===== src/rtl/core/isotp_ss_pkg.sv =====
// ----------------------------------------------------------------------------
// isotp_ss_pkg
// Types and constants shared by the ISO-TP segmented sender modules.
// ----------------------------------------------------------------------------
package isotp_ss_pkg;

    localparam int CFG_DATA_W = 29;
    localparam int CFG_IDX_W  = 1;

    localparam logic [CFG_IDX_W-1:0] CFG_PEER_ID    = 1'b0;
    localparam logic [CFG_IDX_W-1:0] CFG_SERVICE_ID = 1'b1;

    localparam logic [28:0] PEER_ID_RST    = 29'h1F00007B;
    localparam logic [7:0]  SERVICE_ID_RST = 8'h21;

    localparam logic [1:0] ACT_START = 2'd0;
    localparam logic [1:0] ACT_DATA  = 2'd1;
    localparam logic [1:0] ACT_FRAME = 2'd2;

    localparam logic [1:0] ST_OK  = 2'd0;
    localparam logic [1:0] ST_NEG = 2'd1;
    localparam logic [1:0] ST_LEN = 2'd2;
    localparam logic [1:0] ST_SEQ = 2'd3;

    localparam logic       KIND_FRAME  = 1'b0;
    localparam logic       KIND_STATUS = 1'b1;

    localparam logic [11:0] LEN_MIN     = 12'd5;
    localparam logic [11:0] LEN_MAX     = 12'd4094;
    localparam logic [3:0]  PCI_FIRST   = 4'h1;
    localparam logic [3:0]  PCI_FLOW    = 4'h3;
    localparam logic [3:0]  PCI_SINGLE  = 4'h0;
    localparam logic [7:0]  SEQ_START   = 8'h21;
    localparam logic [7:0]  SEQ_MASK    = 8'h2F;
    localparam logic [7:0]  RSP_BIT     = 8'h40;
    localparam logic [2:0]  FILL_FIRST  = 3'd3;
    localparam logic [2:0]  FILL_CONS   = 3'd1;
    localparam logic [2:0]  FILL_LAST   = 3'd7;

    typedef enum logic [4:0] {
        PH_IDLE  = 5'b00001,
        PH_FIRST = 5'b00010,
        PH_FC    = 5'b00100,
        PH_CONS  = 5'b01000,
        PH_RESP  = 5'b10000
    } t_phase;

    typedef struct packed {
        logic [1:0]  action;
        logic [11:0] block_length;
        logic [7:0]  data_byte;
        logic [28:0] rx_identifier;
        logic [7:0]  rx_first_byte;
        logic [7:0]  rx_second_byte;
    } t_in_word;

    typedef struct packed {
        logic        result_kind;
        logic [63:0] frame_bytes;
        logic [1:0]  status;
    } t_out_word;

    typedef struct packed {
        logic      valid;
        t_out_word word;
    } t_result;

endpackage


===== src/rtl/core/isotp_ss_in_stage.sv =====
// ----------------------------------------------------------------------------
// isotp_ss_in_stage
// Input register: holds one accepted word until the engine consumes it.
// ----------------------------------------------------------------------------
module isotp_ss_in_stage (
    input  logic                   i_clk,
    input  logic                   i_rst_n,
    input  logic                   i_valid,
    output logic                   o_ready,
    input  isotp_ss_pkg::t_in_word i_word,
    input  logic                   i_take,
    output logic                   o_valid,
    output isotp_ss_pkg::t_in_word o_word
);
    import isotp_ss_pkg::*;

    logic     r_valid;
    t_in_word r_word;

    assign o_ready = !r_valid || i_take;
    assign o_valid = r_valid;
    assign o_word  = r_word;

    always_ff @(posedge i_clk) begin
        if (!i_rst_n) begin
            r_valid <= 1'b0;
        end else if (o_ready) begin
            r_valid <= i_valid;
        end
    end

    always_ff @(posedge i_clk) begin
        if (i_valid && o_ready) begin
            r_word <= i_word;
        end
    end

endmodule


===== src/rtl/core/isotp_ss_engine.sv =====
// ----------------------------------------------------------------------------
// isotp_ss_engine
// Segmentation state, configuration registers and the per-word update.
// ----------------------------------------------------------------------------
module isotp_ss_engine (
    input  logic                                  i_clk,
    input  logic                                  i_rst_n,
    input  logic                                  i_cfg_we,
    input  logic [isotp_ss_pkg::CFG_IDX_W-1:0]    i_cfg_idx,
    input  logic [isotp_ss_pkg::CFG_DATA_W-1:0]   i_cfg_wdata,
    input  logic                                  i_fire,
    input  isotp_ss_pkg::t_in_word                i_word,
    output isotp_ss_pkg::t_result                 o_result
);
    import isotp_ss_pkg::*;

    logic [28:0] r_peer_id;
    logic [7:0]  r_service_id;

    t_phase      r_phase,  n_phase;
    logic [11:0] r_total,  n_total;
    logic [11:0] r_taken,  n_taken;
    logic [63:0] r_buf,    n_buf;
    logic [2:0]  r_fill,   n_fill;
    logic [7:0]  r_seq,    n_seq;

    logic [11:0] len_plus;
    logic [11:0] taken_inc;
    logic [7:0]  seq_inc;
    logic [63:0] buf_upd;
    logic        cons_done;
    t_result     res;

    assign len_plus  = i_word.block_length + 12'd1;
    assign taken_inc = r_taken + 12'd1;
    assign seq_inc   = (r_seq + 8'd1) & SEQ_MASK;
    assign buf_upd   = r_buf | ({56'd0, i_word.data_byte} << {r_fill, 3'b000});
    assign cons_done = taken_inc >= r_total;

    always_comb begin
        n_phase = r_phase;
        n_total = r_total;
        n_taken = r_taken;
        n_buf   = r_buf;
        n_fill  = r_fill;
        n_seq   = r_seq;
        res     = '0;
        case (i_word.action)
            ACT_START: begin
                if (r_phase != PH_IDLE) begin
                    n_phase = PH_IDLE;
                    res.valid = 1'b1;
                    res.word.result_kind = KIND_STATUS;
                    res.word.status = ST_SEQ;
                end else if (i_word.block_length < LEN_MIN ||
                             i_word.block_length > LEN_MAX) begin
                    res.valid = 1'b1;
                    res.word.result_kind = KIND_STATUS;
                    res.word.status = ST_LEN;
                end else begin
                    n_total = i_word.block_length;
                    n_taken = '0;
                    n_seq   = SEQ_START;
                    n_buf   = {40'd0, r_service_id, len_plus[7:0], PCI_FIRST,
                               len_plus[11:8]};
                    n_fill  = FILL_FIRST;
                    n_phase = PH_FIRST;
                end
            end
            ACT_DATA: begin
                if (!(r_phase inside {PH_FIRST, PH_CONS})) begin
                    n_phase = PH_IDLE;
                    res.valid = 1'b1;
                    res.word.result_kind = KIND_STATUS;
                    res.word.status = ST_SEQ;
                end else begin
                    n_buf   = buf_upd;
                    n_taken = taken_inc;
                    n_fill  = r_fill + 3'd1;
                    if (r_phase == PH_FIRST) begin
                        if (r_fill == FILL_LAST) begin
                            n_phase = PH_FC;
                            res.valid = 1'b1;
                            res.word.result_kind = KIND_FRAME;
                            res.word.frame_bytes = buf_upd;
                        end
                    end else if (r_fill == FILL_LAST || cons_done) begin
                        n_seq = seq_inc;
                        if (cons_done) begin
                            n_phase = PH_RESP;
                        end else begin
                            n_buf  = {56'd0, seq_inc};
                            n_fill = FILL_CONS;
                        end
                        res.valid = 1'b1;
                        res.word.result_kind = KIND_FRAME;
                        res.word.frame_bytes = buf_upd;
                    end
                end
            end
            ACT_FRAME: begin
                if (i_word.rx_identifier == r_peer_id) begin
                    if (r_phase == PH_FC) begin
                        if (i_word.rx_first_byte[7:4] == PCI_FLOW) begin
                            if (r_taken >= r_total) begin
                                n_phase = PH_RESP;
                            end else begin
                                n_phase = PH_CONS;
                                n_buf   = {56'd0, r_seq};
                                n_fill  = FILL_CONS;
                            end
                        end
                    end else if (r_phase == PH_RESP) begin
                        n_phase = PH_IDLE;
                        res.valid = 1'b1;
                        res.word.result_kind = KIND_STATUS;
                        res.word.status =
                            (i_word.rx_first_byte[7:4] == PCI_SINGLE &&
                             i_word.rx_second_byte == (r_service_id | RSP_BIT))
                            ? ST_OK : ST_NEG;
                    end
                end
            end
            default: begin
            end
        endcase
    end

    assign o_result.valid = i_fire && res.valid;
    assign o_result.word  = res.word;

    always_ff @(posedge i_clk) begin
        if (!i_rst_n) begin
            r_peer_id    <= PEER_ID_RST;
            r_service_id <= SERVICE_ID_RST;
        end else if (i_cfg_we) begin
            case (i_cfg_idx)
                CFG_PEER_ID:    r_peer_id    <= i_cfg_wdata;
                CFG_SERVICE_ID: r_service_id <= i_cfg_wdata[7:0];
                default: begin
                end
            endcase
        end
    end

    always_ff @(posedge i_clk) begin
        if (!i_rst_n) begin
            r_phase <= PH_IDLE;
            r_total <= '0;
            r_taken <= '0;
            r_buf   <= '0;
            r_fill  <= '0;
            r_seq   <= SEQ_START;
        end else if (i_fire) begin
            r_phase <= n_phase;
            r_total <= n_total;
            r_taken <= n_taken;
            r_buf   <= n_buf;
            r_fill  <= n_fill;
            r_seq   <= n_seq;
        end
    end

`ifndef SYNTH
    a_status_ends_block: assert property (@(posedge i_clk) disable iff (!i_rst_n)
        o_result.valid && o_result.word.result_kind == KIND_STATUS
        |=> r_phase == PH_IDLE)
        else $error("status result did not return to idle");

    a_first_fill: assert property (@(posedge i_clk) disable iff (!i_rst_n)
        r_phase == PH_FIRST |-> r_fill >= FILL_FIRST)
        else $error("first frame fill below header");

    a_cons_fill: assert property (@(posedge i_clk) disable iff (!i_rst_n)
        r_phase == PH_CONS |-> r_fill != 3'd0)
        else $error("consecutive frame lost its sequence byte");

    a_taken_bound: assert property (@(posedge i_clk) disable iff (!i_rst_n)
        (r_phase == PH_FIRST || r_phase == PH_CONS) |-> r_taken < r_total)
        else $error("byte count passed block length");

    a_cons_seq: assert property (@(posedge i_clk) disable iff (!i_rst_n)
        o_result.valid && o_result.word.result_kind == KIND_FRAME && r_phase == PH_CONS
        |-> o_result.word.frame_bytes[7:4] == 4'h2)
        else $error("consecutive frame sequence byte out of range");
`endif

endmodule


===== src/rtl/core/isotp_ss_out_stage.sv =====
// ----------------------------------------------------------------------------
// isotp_ss_out_stage
// Result register: holds one result word until the sink takes it.
// ----------------------------------------------------------------------------
module isotp_ss_out_stage (
    input  logic                    i_clk,
    input  logic                    i_rst_n,
    input  isotp_ss_pkg::t_result   i_result,
    output logic                    o_free,
    output logic                    o_valid,
    input  logic                    i_ready,
    output isotp_ss_pkg::t_out_word o_word
);
    import isotp_ss_pkg::*;

    logic      r_valid;
    t_out_word r_word;

    assign o_free  = !r_valid || i_ready;
    assign o_valid = r_valid;
    assign o_word  = r_word;

    always_ff @(posedge i_clk) begin
        if (!i_rst_n) begin
            r_valid <= 1'b0;
        end else if (o_free) begin
            r_valid <= i_result.valid;
        end
    end

    always_ff @(posedge i_clk) begin
        if (o_free && i_result.valid) begin
            r_word <= i_result.word;
        end
    end

endmodule


===== src/rtl/core/isotp_segmented_sender.sv =====
// ----------------------------------------------------------------------------
// isotp_segmented_sender
// ISO-TP segmented transmit: first frame, flow-control wait, consecutive
// frames and response check for one data block.
// ----------------------------------------------------------------------------
// Takes one word per cycle. A word is registered on acceptance and processed
// against the segmentation state once the result register is free, and any
// result lands in the result register. The input and result registers let a
// new word enter while a result waits; throughput drops only while the sink
// holds the result register full.
// Configuration writes take effect at once and belong between blocks.
module isotp_segmented_sender (
    input  logic                                  i_clk,
    input  logic                                  i_rst_n,
    input  logic                                  i_in_valid,
    output logic                                  o_in_ready,
    input  isotp_ss_pkg::t_in_word                i_in_word,
    output logic                                  o_out_valid,
    input  logic                                  i_out_ready,
    output isotp_ss_pkg::t_out_word               o_out_word,
    input  logic                                  i_cfg_we,
    input  logic [isotp_ss_pkg::CFG_IDX_W-1:0]    i_cfg_idx,
    input  logic [isotp_ss_pkg::CFG_DATA_W-1:0]   i_cfg_wdata
);
    import isotp_ss_pkg::*;

    logic     stage_valid;
    t_in_word stage_word;
    logic     out_free;
    logic     fire;
    t_result  result;

    assign fire = stage_valid && out_free;

    isotp_ss_in_stage u_in_stage (
        .i_clk   (i_clk),
        .i_rst_n (i_rst_n),
        .i_valid (i_in_valid),
        .o_ready (o_in_ready),
        .i_word  (i_in_word),
        .i_take  (fire),
        .o_valid (stage_valid),
        .o_word  (stage_word)
    );

    isotp_ss_engine u_engine (
        .i_clk       (i_clk),
        .i_rst_n     (i_rst_n),
        .i_cfg_we    (i_cfg_we),
        .i_cfg_idx   (i_cfg_idx),
        .i_cfg_wdata (i_cfg_wdata),
        .i_fire      (fire),
        .i_word      (stage_word),
        .o_result    (result)
    );

    isotp_ss_out_stage u_out_stage (
        .i_clk    (i_clk),
        .i_rst_n  (i_rst_n),
        .i_result (result),
        .o_free   (out_free),
        .o_valid  (o_out_valid),
        .i_ready  (i_out_ready),
        .o_word   (o_out_word)
    );

endmodule

===== config.mk =====
export PLATFORM = sky130hd
export DESIGN_NAME = isotp_segmented_sender
export DESIGN_NICKNAME = d
export VERILOG_FILES = /design/src/rtl/core/isotp_ss_pkg.sv /design/src/rtl/core/isotp_ss_in_stage.sv /design/src/rtl/core/isotp_ss_engine.sv /design/src/rtl/core/isotp_ss_out_stage.sv /design/src/rtl/core/isotp_segmented_sender.sv
export SDC_FILE = /design/constraint.sdc
export NUM_CORES = 1
export LEC_CHECK = 0
export ABC_AREA = 1
export BUFFER_PORTS_ARGS = -buffer_cell sky130_fd_sc_hd__buf_2
export CORE_UTILIZATION = 62
export DETAILED_ROUTE_END_ITERATION = 10
export PLACE_DENSITY = 0.85
export SETUP_SLACK_MARGIN = 0.3
export SLEW_MARGIN = 5
export SYNTH_ARGS = -nofsm -noshare
export SYNTH_HDL_FRONTEND = slang
export SYNTH_SLANG_ARGS = --single-unit

===== constraint.sdc =====
create_clock -name i_clk -period 6.9 [get_ports i_clk]
set_input_delay 1.38 -clock i_clk [delete_from_list [all_inputs] [get_ports i_clk]]
set_output_delay 1.38 -clock i_clk [all_outputs]
set_load 0.02 [all_outputs]

After elaboration in Yosys (flattened, before gate mapping)

Index checks and enable logic that the tools add are counted.

$lt $le $gt $ge: 4
Equal/unequal tests: 26
Mux-type cells: 63
Shift-type cells: 1
Add/sub/neg operators: 4
Bitwise operators: 4
Reduce and logical (&&, ||, !) cells: 24

Operators with widths:

| cell                  | count |
|---|---|
| $mux 64               | 10 |
| $mux 66               | 3 |
| $pmux 64 s3           | 1 |
| $or 64x64->64         | 1 |
| $shl 8x6->64          | 1 |
| $mux 5                | 12 |
| $mux 8                | 5 |
| $mux 12               | 3 |
| $mux 3                | 10 |
| $eq 29x29->1          | 1 |
| $add 12x1->12 const B | 2 |
| $ge 12x12->1          | 2 |
| $mux 2                | 12 |
| $pmux 12 s2           | 1 |
| $reduce_and 9->1      | 2 |
| $pmux 8 s2            | 1 |
| $pmux 5 s3            | 1 |
| $gt 12x12->1 const B  | 1 |
| $lt 12x3->1 const B   | 1 |
| $pmux 2 s3            | 2 |
| $ne 2x1->1 const B    | 5 |
| $pmux 3 s3            | 1 |
| $eq 8x8->1            | 1 |
| $ne 2x2->1 const B    | 4 |
| 30 further kinds      | 43 |

Input bits: 102
Register bits: 277

Longest topological paths before layout

Gate-level depths: netlist of the first run.

Word-level depth: 9
Depth in mapped cells: 20
Depth with buffers taken out: 20

Modules after synthesis

From an unflattened synthesis of the first run, not the netlist that was laid out.

Cell total of the unflattened synthesis: 1,540
Area, all modules: 12,774.8 sq um

By module, submodules not included:

| module                 | instances | sequential area each (sq um) | cells each | area each (sq um) |
|---|---|---|---|---|
| isotp_ss_engine        | 1         | 2,762.6                      | 1,390      | 8,640.8 |
| isotp_ss_in_stage      | 1         | 2,031.9                      | 74         | 2,063.2 |
| isotp_ss_out_stage     | 1         | 2,031.9                      | 74         | 2,063.2 |
| isotp_segmented_sender | 1         | 0.0                          | 2          | 7.5 |

Worst setup path before layout of the first run

OpenSTA, ideal clock, no wires.

Path type: reg-to-reg
Start: register u_engine.r_taken[0]
End: register u_out_stage.r_word (netlist bit u_out_stage.o_word[0]), enable pin
Slack: 2.895 ns
Arrival time: 3.584 ns
Stages on the path, launching flop included: 18
Period minus slack after synthesis: 4.005 ns
Path buffers: 0
Data required time: 6.479 ns
Cells stage by stage: dfxtp_1 -> inv_1 -> nor3_1 -> nand3_1 -> nor2_1 -> nand3_1 -> xnor2_1 -> ha_1 -> nand2_1 -> nor2_1 -> nand2_1 -> nor2_1 -> nand2_1 -> nand3_1 -> nand3_1 -> nand3_1 -> nand2_1 -> inv_1

Cells in the longest elaborated chain, start to end: 9

Ends and longest elaborated chain:

| what                   | RTL line                 | RTL |
|---|---|---|
| start, declared        | isotp_ss_engine.sv:22    | `logic [11:0] r_taken, n_taken;` |
| start signal, assigned | isotp_ss_engine.sv:157   | `r_taken <= n_taken;` |
| $add 12x1->12          | isotp_ss_engine.sv:35    | `assign taken_inc = r_taken + 12'd1;` |
| $ge 12x12->1           | isotp_ss_engine.sv:38    | `assign cons_done = taken_inc >= r_total;` |
| $logic_or 1x1->1       | isotp_ss_engine.sv:87    | `end else if (r_fill == FILL_LAST \|\| cons_done) begin` |
| $mux 66                | isotp_ss_engine.sv:87    |  |
| $mux 66                | isotp_ss_engine.sv:80    | `if (r_phase == PH_FIRST) begin` |
| $mux 2                 | isotp_ss_engine.sv:71    | `if (!(r_phase inside {PH_FIRST, PH_CONS})) begin` |
| $pmux 2 s3             | isotp_ss_engine.sv:48    | `case (i_word.action)` |
| $logic_and 1x1->1      | isotp_ss_engine.sv:129   | `assign o_result.valid = i_fire && res.valid;` |
| $logic_and 1x1->1      | isotp_ss_out_stage.sv:32 | `if (o_free && i_result.valid) begin` |
| end signal, assigned   | isotp_ss_out_stage.sv:33 | `r_word <= i_result.word;` |
| end, declared          | isotp_ss_out_stage.sv:17 | `t_out_word r_word;` |

No other way between the ends.
A chain may end at the register's enable or synchronous reset.

Final worst setup path of the first run

Start: register u_engine.r_taken[0]
End: register u_engine.r_buf[28]

Cells in the longest elaborated chain, start to end: 7
Elaborated cells between the ends (all ways): 11
Those cells by class: 1 x add/sub; 2 x order compare; 1 x eq/ne; 5 x mux; 2 x reduce/logical

Ends and longest elaborated chain:

| what                                        | RTL line                                     | RTL |
|---|---|---|
| $add 12x1->12                               | isotp_ss_engine.sv:35                        |  |
| $ge 12x12->1                                | isotp_ss_engine.sv:38                        |  |
| $mux 64 or $logic_or 1x1->1 (tied branches) | isotp_ss_engine.sv:89, isotp_ss_engine.sv:87 |  |
| $mux 64                                     | isotp_ss_engine.sv:87                        |  |
| $mux 64                                     | isotp_ss_engine.sv:80                        |  |
| $mux 64                                     | isotp_ss_engine.sv:71                        |  |
| $pmux 64 s3                                 | isotp_ss_engine.sv:48                        |  |
| end signal, assigned                        | isotp_ss_engine.sv:158                       | `r_buf <= n_buf;` |
| end, declared                               | isotp_ss_engine.sv:23                        | `logic [63:0] r_buf, n_buf;` |

Several ways; a longest one is shown, not always the timed one. The select of a mux whose other input is x is not followed.

==> results.yml, run 1 <==
clock_network:
  holdBufCountCts: 0
  clock_sinks: 270
  cts_tree: "built"
  clk_path_buf_depth: 3
  clk_latency_ns: 0.54
  htree_levels: 1
  numCtsBuffers: 28
  root_buffer: "clkbuf_16"
  path_clk_slew_ns: 0.06
  post_cts_buffers: 0
  cts.repair.resized: 0
drt:
  wire_per_inst_um: 15.4
  drcViolationCount: 0
  drt_iter0_drc: 951
  drt_first_pass_iters: 8
  finalWirelength_um: 29400
  ant_nets: 0
  vias: 10473
  avgViaCountPerCell: 5.50
floorplan:
  die_y_um: 144
  rows: 51
  initial_core_util_pct: 63.6
  coreArea_mm2: 0.0196
  dieArea_mm2: 0.0207
  io_pins: 171
  die_x_um: 144
timing:
  fin_crit_ns: 4.68
  post-route-period-util_pct: 67.9
  rsz0062_at_grt: "no"
  slew_viol_final: 0
  tns_ns: 0
  fmax_mhz: 213
  fin_skew_ns: 0.00958
  slew_headroom_pct: 21.2
  final-setup-viol-count: 0
  final_hold_viol_count: 0
  worst_pin_slew_ns: 1.18
  whs_ns: 0.444
global_route:
  grt_usage_pct: 29.1
  grt_pass1_wl_um: 47400
  overflow: 0
  grt_use_met1_pct: 35.7
  grt.busiest_layer: "met2"
  grt_max_degree: 88
  met3_usage_pct: 6.10
  met2_usage_pct: 50.0
  antenna_found_initial: 0
  grt_pass1_vias: 9950
cells_and_area:
  drive_gt1_share_pct: 14.6
  multi_input_area_mm2: 0.00479
  seqCellArea_mm2: 0.00671
  antenna-diode-count: 0
  fin_area_mm2: 0.0143
  syn_to_final_growth_pct: 14.4
  nNetsFinal: 1756
  fin_util_pct: 72.8
  n_fill_cell: 1425
power:
  irDropWorstVdd_uv: 243
  leakagePower_nw: 5.86
  p_per_area_mw_per_mm2: 250
synth:
  synth_edf_count: 130
  synth_seq_cells: 270
  yosys.area.top_type_share_pct: 31.3
  yosys_warnings: 0
  ys_types: 36
  async_reset_ff_share_pct: 0
  synth-seq-area-share_pct: 53.8
  synthTopCellsByArea: "edfxtp_1 (31%), dfxtp_1 (22%), nand2_1 (7.9%)"
  synth_top_flop_cell: "dfxtp_1"
  syn_nets: 1626
  yosys.area.top_type: "edfxtp_1"
  synth_cells: 1488
  syn_avg_cell_area_um2: 8.38
  synthesis.area_mm2: 0.0125
setup_path:
  crit_path_end_kind: "flop"
  critical_path_required_ns: 7.31
  cp_data_arrival_time_ns: 5.09
  setup.worst_path.class: "flop to flop"
  cp_max_fo: 31
  rrSetupSlack_ns: 2.22
  startpoint_type: "flop"
place:
  port_buffers: 166
  dp_hpwl_um: 19700
  place_congestion: 0.899
  dpl_cell_area_mm2: 0.0134
run:
  maxCapViolCount: 0
status:
  status: "complete, no violations"
min_path:
  min_path_type: "flop to flop"
-- worst paths after layout --
kind                                    startpoint  depth (start not counted)                              end
hold / removal     u_engine.r_buf[61]$_SDFFE_PN0P_                          2  u_engine.r_buf[61]$_SDFFE_PN0P_
setup / recovery  u_engine.r_taken[0]$_SDFFE_PN0P_                         16  u_engine.r_buf[28]$_SDFFE_PN0P_
hold reg to reg    u_engine.r_buf[61]$_SDFFE_PN0P_                          2  u_engine.r_buf[61]$_SDFFE_PN0P_
setup reg to reg  u_engine.r_taken[0]$_SDFFE_PN0P_                         16  u_engine.r_buf[28]$_SDFFE_PN0P_
-- worst max-delay path, stage by stage, from the launching register on --
cell     delay, ns
dfxtp_1       0.40
inv_1         0.11
nor3_1        0.29
nand3_1       0.16
nor2_1        0.19
nand3_1       0.14
xnor2_1       0.22
ha_1          0.28
a21oi_1       0.17
nand2_1       0.08
a21oi_1       0.39
nand3_2       0.38
nand2_1       0.83
buf_4         0.48
nor2_1        0.10
o21ai_0       0.25
a21oi_1       0.06
-- placed cells by master, fill, tap and decap left out, types with 4 or more instances in the layout --
| master | instances |
|---|---|
| a21oi_1 | 163 |
| nor2_1 | 223 |
| nor3_1 | 39 |
| buf_4 | 8 |
| clkbuf_1 | 11 |
| buf_2 | 166 |
| dfxtp_1 | 140 |
| xnor2_1 | 16 |
| xor2_1 | 18 |
| nand3_1 | 46 |
| o22ai_1 | 11 |
| ha_1 | 36 |
| clkbuf_16 | 29 |
| o21ai_1 | 20 |
| inv_1 | 158 |
| nand4_1 | 24 |
| o211ai_1 | 7 |
| clkbuf_8 | 4 |
| o21ai_0 | 83 |
| nand2_1 | 261 |
| inv_2 | 11 |
| edfxtp_1 | 130 |
| clkinv_1 | 7 |
-- registers in the layout (all words and copies together) (netlist names) --
register               flops
u_in_stage.o_valid         1
u_engine.r_buf            64
u_engine.r_phase           5
u_in_stage.o_word         63
u_engine.r_total          12
u_engine.r_peer_id        29
u_engine.r_seq             5
u_engine.r_service_id      8
u_engine.r_fill            3
u_engine.r_taken          12
u_out_stage.o_word        67
u_out_stage.o_valid        1
-- power by group --
| part | internal [mW] | switching [mW] | leakage (nW) |
|---|---|---|---|
| logic | 0.105 | 0.216 | 3.09 |
| registers | 1.75 | 0.0371 | 2.34 |
| clock network | 0.852 | 0.606 | 0.430 |
| total | 2.70 | 0.859 | 5.86 |
-- per-layer routing --
layer  wire (µm)  part of all wire [%]  vias up
met2       14300                    48      449
met5           0                     0        -
met1       11900                    40     4784
li1            -                     -     5163
met4         916                   3.1        0
met3        2370                   8.1       77
-- cell families (layout without fill, tap and decap cells) --
| group | after synthesis | count (layout) | synth area share [%] |
|---|---|---|---|
| AND/OR/NAND/NOR | 610 | 610 | 20.3 |
| XOR/XNOR | 34 | 34 | 2.39 |
| adder cells (fa/ha/maj) | 36 | 36 | 3.61 |
| buffers and inverters | 247 | 399 | 7.84 |
| flip-flops | 270 | 270 | 53.8 |
| AO/OA/AOI/OAI | 291 | 291 | 12.1 |
-- synth_stat cells (16+ instances only) --
master	n
xor2_1	18
nor3_1	39
nand3_1	46
nor2_1	223
inv_1	160
o21ai_1	20
o21ai_0	83
clkbuf_1	44
ha_1	36
xnor2_1	16
nand2_1	261
a21oi_1	163
nand4_1	24
dfxtp_1	140
buf_2	22
edfxtp_1	130
-- layout make-up --
class	count	area share, %
clock inverter	8	0.474
clock buffer	44	5.76
sequential	270	47.0
timing repair buffer	174	6.25
tap	265	2.33
inverter	173	4.55
multi-input combinational	971	33.6
-- through the flow --
step           setup slack, ns  std cells  power [mW]
2_1_floorplan             2.89       1488        2.03
3_3_place_gp              2.48       1853        2.12
3_5_place_dp              2.44       1853        2.13
4_1_cts                   2.29       1905        3.57
5_1_grt                   1.82       1905        3.68
6_report                  2.22       1905        3.56
Power figures use the tool's default switching activity.
==> run 2, diff against run 1 <==
--- a/config.mk
+++ b/config.mk
@@ -7,9 +7,9 @@
 export LEC_CHECK = 0
 export ABC_AREA = 1
 export BUFFER_PORTS_ARGS = -buffer_cell sky130_fd_sc_hd__buf_2
-export CORE_UTILIZATION = 62
+export CORE_UTILIZATION = 52
 export DETAILED_ROUTE_END_ITERATION = 10
-export PLACE_DENSITY = 0.85
+export PLACE_DENSITY = 0.76
 export SETUP_SLACK_MARGIN = 0.3
 export SLEW_MARGIN = 5
 export SYNTH_ARGS = -nofsm -noshare
==> constraint.sdc (replaced) <==
create_clock -name i_clk -period 4 [get_ports i_clk]
set_input_delay 0.8 -clock i_clk [delete_from_list [all_inputs] [get_ports i_clk]]
set_output_delay 0.8 -clock i_clk [all_outputs]
set_load 0.02 [all_outputs]
==> results.yml, run 2 (synthesis results as in run 1) <==
status:
  status: "complete, no violations"
setup_path:
  cp_num_buf_inv: 3
  crit_path_end_kind: "flop"
  r2r-start: "u_engine.r_taken[1]$_SDFFE_PN0P_"
  critical_path_required_ns: 4.29
  cpPeakStageDelay_ns: 0.38
  reg2regPathDepth: 18
  crit_chain: "nand2_1 > nor3_2 > nand3_1 > nor2_2 > nand3_1 > xnor2_1 > ha_1 > nand2_1 > inv_1 > nand2_1 > nand2_1 > a21oi_2 > nand3_1 > nand3_1 > nand3_1 > nand2_1 > clkinvlp_4 > clkbuf_16"
  crit_slowest_cell: "dfxtp_1"
  worst_path_dominant_cell_family: "simple AND/OR/NAND/NOR gates"
  startpoint_type: "flop"
  reg2reg_to: "u_out_stage.o_word[59]$_SDFFCE_PN0P_"
  cp_max_fo: 18
  setup.worst_path.class: "flop to flop"
  rrSetupSlack_ns: 0.64
  cp_data_arrival_time_ns: 3.65
clock_network:
  clock_sinks: 270
  path_clk_slew_ns: 0.06
  numCtsBuffers: 29
  clk_latency_ns: 0.54
  holdBufCountCts: 0
  htree_levels: 1
  clk_path_buf_depth: 3
  root_buffer: "clkbuf_16"
  cts_tree: "built"
cells_and_area:
  drive_gt1_share_pct: 15.7
  multi_input_area_mm2: 0.00481
  largest_reg_flops: 67
  n_fill_cell: 1995
  seqCellArea_mm2: 0.00671
  final_cell_mix: "nand2_1 (261), nor2_1 (221), buf_2 (166), a21oi_1 (162), inv_1 (158)"
  nNetsFinal: 1767
  antenna-diode-count: 0
  fin_cells: 1970
  syn_to_final_growth_pct: 16.7
  layout_commonest_cell: "nand2_1"
global_route:
  grt_usage_pct: 24.4
  grt_max_degree: 94
  grt_pass1_vias: 9746
  grt_pass1_wl_um: 47700
  overflow: 0
  antenna_found_initial: 0
timing:
  fmax_mhz: 298
  worst_pin_slew_ns: 1.09
  slew_headroom_pct: 27.5
  post-route-period-util_pct: 84.0
  whs_ns: 0.431
  tns_ns: 0
  final-setup-viol-count: 0
  slew_viol_final: 0
  fin_crit_ns: 3.36
  rsz0062_at_grt: "no"
  fin_skew_ns: 0.0100
  final_hold_viol_count: 0
floorplan:
  dieArea_mm2: 0.0246
  die_x_um: 157
  rows: 56
  coreArea_mm2: 0.0235
  die_y_um: 157
  initial_core_util_pct: 53.1
  io_pins: 171
power:
  p_per_area_mw_per_mm2: 434
  irDropWorstVdd_uv: 338
  leakagePower_nw: 5.96
  p_total_mw: 6.31
min_path:
  min_path_type: "input port to flop"
  min_from: "i_in_word[1]"
  whs_path_depth: 1
  hold_end: "u_in_stage.o_word[1]$_DFFE_PP_"
drt:
  drt_iter0_drc: 838
  wire_per_inst_um: 15.1
  drt_first_pass_iters: 6
  ant_nets: 0
  vias: 10400
  avgViaCountPerCell: 5.28
  finalWirelength_um: 29700
  drcViolationCount: 0
place:
  port_buffers: 166
  place_inst: 1913
  place_congestion: 0.926
  dp_hpwl_um: 20200
run:
  maxCapViolCount: 0
## run 2: cell types whose count changed in the layout (fill, tap and decap cells not counted), sizes merged
cell	previous run	this run
buf	174	183
clkinv	10	13
clkbuf	44	39
bufinv	1	3
clkinvlp	1	3
## run 2: worst register-to-register path: stages (launching register included)
cell,delay (ns)
dfxtp_1,0.38
nand2_1,0.10
nor3_2,0.22
nand3_1,0.15
nor2_2,0.14
nand3_1,0.11
xnor2_1,0.21
ha_1,0.28
nand2_1,0.11
inv_1,0.04
nand2_1,0.06
nand2_1,0.06
a21oi_2,0.25
nand3_1,0.14
nand3_1,0.10
nand3_1,0.09
nand2_1,0.13
clkinvlp_4,0.25
clkbuf_16,0.28
## run 2: worst max path at each step
stage / slack, ns / from / to / cells after the start
after detailed placement: 0.39 / u_engine.r_taken[0]$_SDFFE_PN0P_ / u_out_stage.o_word[48]$_SDFFCE_PN0P_ / 18
after CTS: 0.37 / u_engine.r_taken[0]$_SDFFE_PN0P_ / u_out_stage.o_word[57]$_SDFFCE_PN0P_ / 18
after floorplan: 0.35 / u_engine.r_taken[0]$_SDFFE_PN0P_ / u_out_stage.o_word[0]$_DFFE_PP_ / 17
final: 0.64 / u_engine.r_taken[1]$_SDFFE_PN0P_ / u_out_stage.o_word[59]$_SDFFCE_PN0P_ / 18
after global placement: 0.43 / u_engine.r_taken[0]$_SDFFE_PN0P_ / u_out_stage.o_word[46]$_SDFFCE_PN0P_ / 18
after global routing: 0.31 / u_engine.r_taken[1]$_SDFFE_PN0P_ / u_out_stage.o_word[40]$_SDFFCE_PN0P_ / 18
## run 2: metal layers
| layer | share of wire [%] | GRT usage [%] | vias up |
|---|---|---|---|
| li1 | - | - | 5181 |
| met1 | 41 | 30.8 | 4798 |
| met2 | 48 | 42.2 | 364 |
| met3 | 7.9 | 5.10 | 57 |
| met4 | 2.2 | 6.77 | 0 |
| met5 | 0 | 0 | - |
## run 2: where the power goes
group / internal [mW] / switching [mW]
sequential: 3.01 / 0.0656
clock: 1.58 / 1.09
combinational: 0.191 / 0.370
## run 2: stage by stage
stage	setup slack [ns]	util [%]	instance area, µm²
final	0.639	62.0	14600
after global routing	0.312	62.0	14600
after CTS	0.369	61.7	14500
after detailed placement	0.394	57.7	13500
after global placement	0.430	57.7	13500
after floorplan	0.345	-	12500
## run 2: cell type report
cell class	count	area share, %
flip-flops and latches	270	46.1
inverters	173	4.49
repair buffers	184	7.13
clock buffers	38	5.43
multi-input cells	971	33.0
clock inverters	15	1.08
well taps	319	2.74
## run 2: timing repair
action	in CTS	in global routing
endpoints found under the setup margin	0	146
buffers inserted	0	3
gates resized for setup	0	6
==> run 3, diff against run 2 <==
==> constraint.sdc (replaced) <==
create_clock -name i_clk -period 2.88 [get_ports i_clk]
set_input_delay 0.576 -clock i_clk [delete_from_list [all_inputs] [get_ports i_clk]]
set_output_delay 0.576 -clock i_clk [all_outputs]
set_load 0.02 [all_outputs]
==> results.yml, run 3 (synthesis results as in run 1) <==
drt:
  wire_per_inst_um: 16.6
  avgViaCountPerCell: 5.39
  drcViolationCount: 0
  ant_nets: 0
  drt_iter0_drc: 1091
  vias: 11004
  finalWirelength_um: 33900
  drt_first_pass_iters: 6
setup_path:
  startpoint_type: "flop"
  crit_chain: "ha_1 > nand2_2 > nor2_4 > buf_4 > or2_2 > inv_1 > ha_1 > nand2_1 > inv_1 > nand2_1 > nand2_1 > a21oi_4 > nand3_2 > nand3_2 > nand3_2 > nand2_2 > clkinvlp_4 > buf_6 > buf_12 > buf_16"
  cp_max_fo: 6
  cp_data_arrival_time_ns: 3.45
  crit_start: "u_engine.r_taken[0]$_SDFFE_PN0P_"
  cp_num_buf_inv: 7
  crit_slowest_cell: "dfxtp_4"
  crit_path_end_kind: "flop"
  rrSetupSlack_ns: -0.27
  worst_path_dominant_cell_family: "simple AND/OR/NAND/NOR gates"
  setup.worst_path.class: "flop to flop"
  r2r-start: "u_engine.r_taken[0]$_SDFFE_PN0P_"
  cpPeakStageDelay_ns: 0.36
  critical_path_required_ns: 3.18
min_path:
  min_path_type: "input port to flop"
  min_from: "i_in_word[31]"
timing:
  tns_ns: -35.46
  final-setup-viol-count: 202
  fin_skew_ns: 0.0146
  post-route-period-util_pct: 109
  rsz0062_at_grt: "yes"
  final_hold_viol_count: 0
  fin_ws_ns: -0.265
  worst_pin_slew_ns: 0.967
  whs_ns: 0.207
  slew_viol_final: 0
  slew_headroom_pct: 35.4
  fmax_mhz: 318
  fin_crit_ns: 3.15
cells_and_area:
  layout_commonest_cell: "nand2_1"
  nNetsFinal: 1840
  syn_to_final_growth_pct: 26.7
  fin_area_mm2: 0.0158
  antenna-diode-count: 0
  largest_reg_flops: 67
  final_cell_mix: "nand2_1 (250), nor2_1 (217), buf_2 (166), a21oi_1 (158), inv_1 (155)"
  drive_gt1_share_pct: 21.7
  seqCellArea_mm2: 0.00672
  multi_input_area_mm2: 0.00500
  n_fill_cell: 1764
clock_network:
  root_buffer: "clkbuf_16"
  clk_path_buf_depth: 3
  htree_levels: 1
  cts_tree: "built"
  clk_latency_ns: 0.54
  path_clk_slew_ns: 0.06
  clock_sinks: 270
  numCtsBuffers: 28
  holdBufCountCts: 0
status:
  violations: "negative setup slack"
  status: "finished with violations"
power:
  p_total_mw: 8.88
  irDropWorstVdd_uv: 646
  p_per_area_mw_per_mm2: 562
  leakagePower_nw: 6.61
global_route:
  antenna_found_initial: 1
  grt_usage_pct: 26.8
  grt_pass1_vias: 10518
  overflow: 0
  grt_pass1_wl_um: 51800
  grt_max_degree: 89
floorplan:
  dieArea_mm2: 0.0246
  rows: 56
  coreArea_mm2: 0.0235
  die_y_um: 157
  io_pins: 171
  initial_core_util_pct: 53.1
  die_x_um: 157
place:
  place_congestion: 0.894
  dp_hpwl_um: 20700
  port_buffers: 166
  dpl_cell_area_mm2: 0.0139
run:
  maxCapViolCount: 0
-- run 3: path summary, 6_finish.rpt --
check | end | depth (start not counted)
hold / removal | u_in_stage.o_word[31]$_DFFE_PP_ | 1
hold reg to reg | u_engine.r_buf[36]$_SDFFE_PN0P_ | 2
setup / recovery | u_out_stage.o_word[13]$_SDFFCE_PN0P_ | 20
setup reg to reg | u_out_stage.o_word[13]$_SDFFCE_PN0P_ | 20
-- run 3: metal layers --
layer / share of wire [%] / vias up / GRT usage [%]
li1: - / 5357 / -
met1: 39 / 5023 / 32.6
met2: 47 / 502 / 45.0
met3: 9.7 / 122 / 6.06
met4: 4.5 / 0 / 12.8
met5: 0 / - / 0
-- run 3: worst reg2reg max path, delay by kind of cell (launching register included) --
family | cells | cell delay, ns
compound gates | 1 | 0.19
fa+ha+maj | 2 | 0.45
buf+inv | 7 | 0.89
flops | 1 | 0.36
simple gates | 10 | 1.04
-- run 3: cell type report --
| cell class | count | area share [%] |
|---|---|---|
| Sequential cell | 270 | 42.5 |
| Clock buffer | 39 | 4.96 |
| Timing Repair Buffer | 258 | 13.2 |
| Multi-Input combinational cell | 971 | 31.7 |
| Tap cell | 319 | 2.53 |
| Inverter | 173 | 4.17 |
| Clock inverter | 13 | 0.911 |
-- run 3: power breakdown --
part	internal, mW	total, mW	switching [mW]
registers	4.19	4.27	0.0873
clock network	2.16	3.65	1.49
logic	0.369	0.953	0.584
-- run 3: through the flow --
stage	std cells	setup slack, ns	utilization, %
5_1_grt	2043	-0.387	67.3
3_3_place_gp	1949	-0.134	59.1
2_1_floorplan	1488	-0.649	-
6_report	2043	-0.265	67.3
4_1_cts	2034	-0.161	66.1
3_5_place_dp	1949	-0.183	59.1
-- run 3: repair_timing --
| item | in CTS | in global routing |
|---|---|---|
| gates cloned | 13 | 6 |
| pin swaps | 21 | 36 |
| setup endpoints to repair | 207 | 220 |
| buffers inserted | 20 | 3 |
| endpoints found under the hold margin | 0 | 0 |
| resized for setup | 79 | 32 |
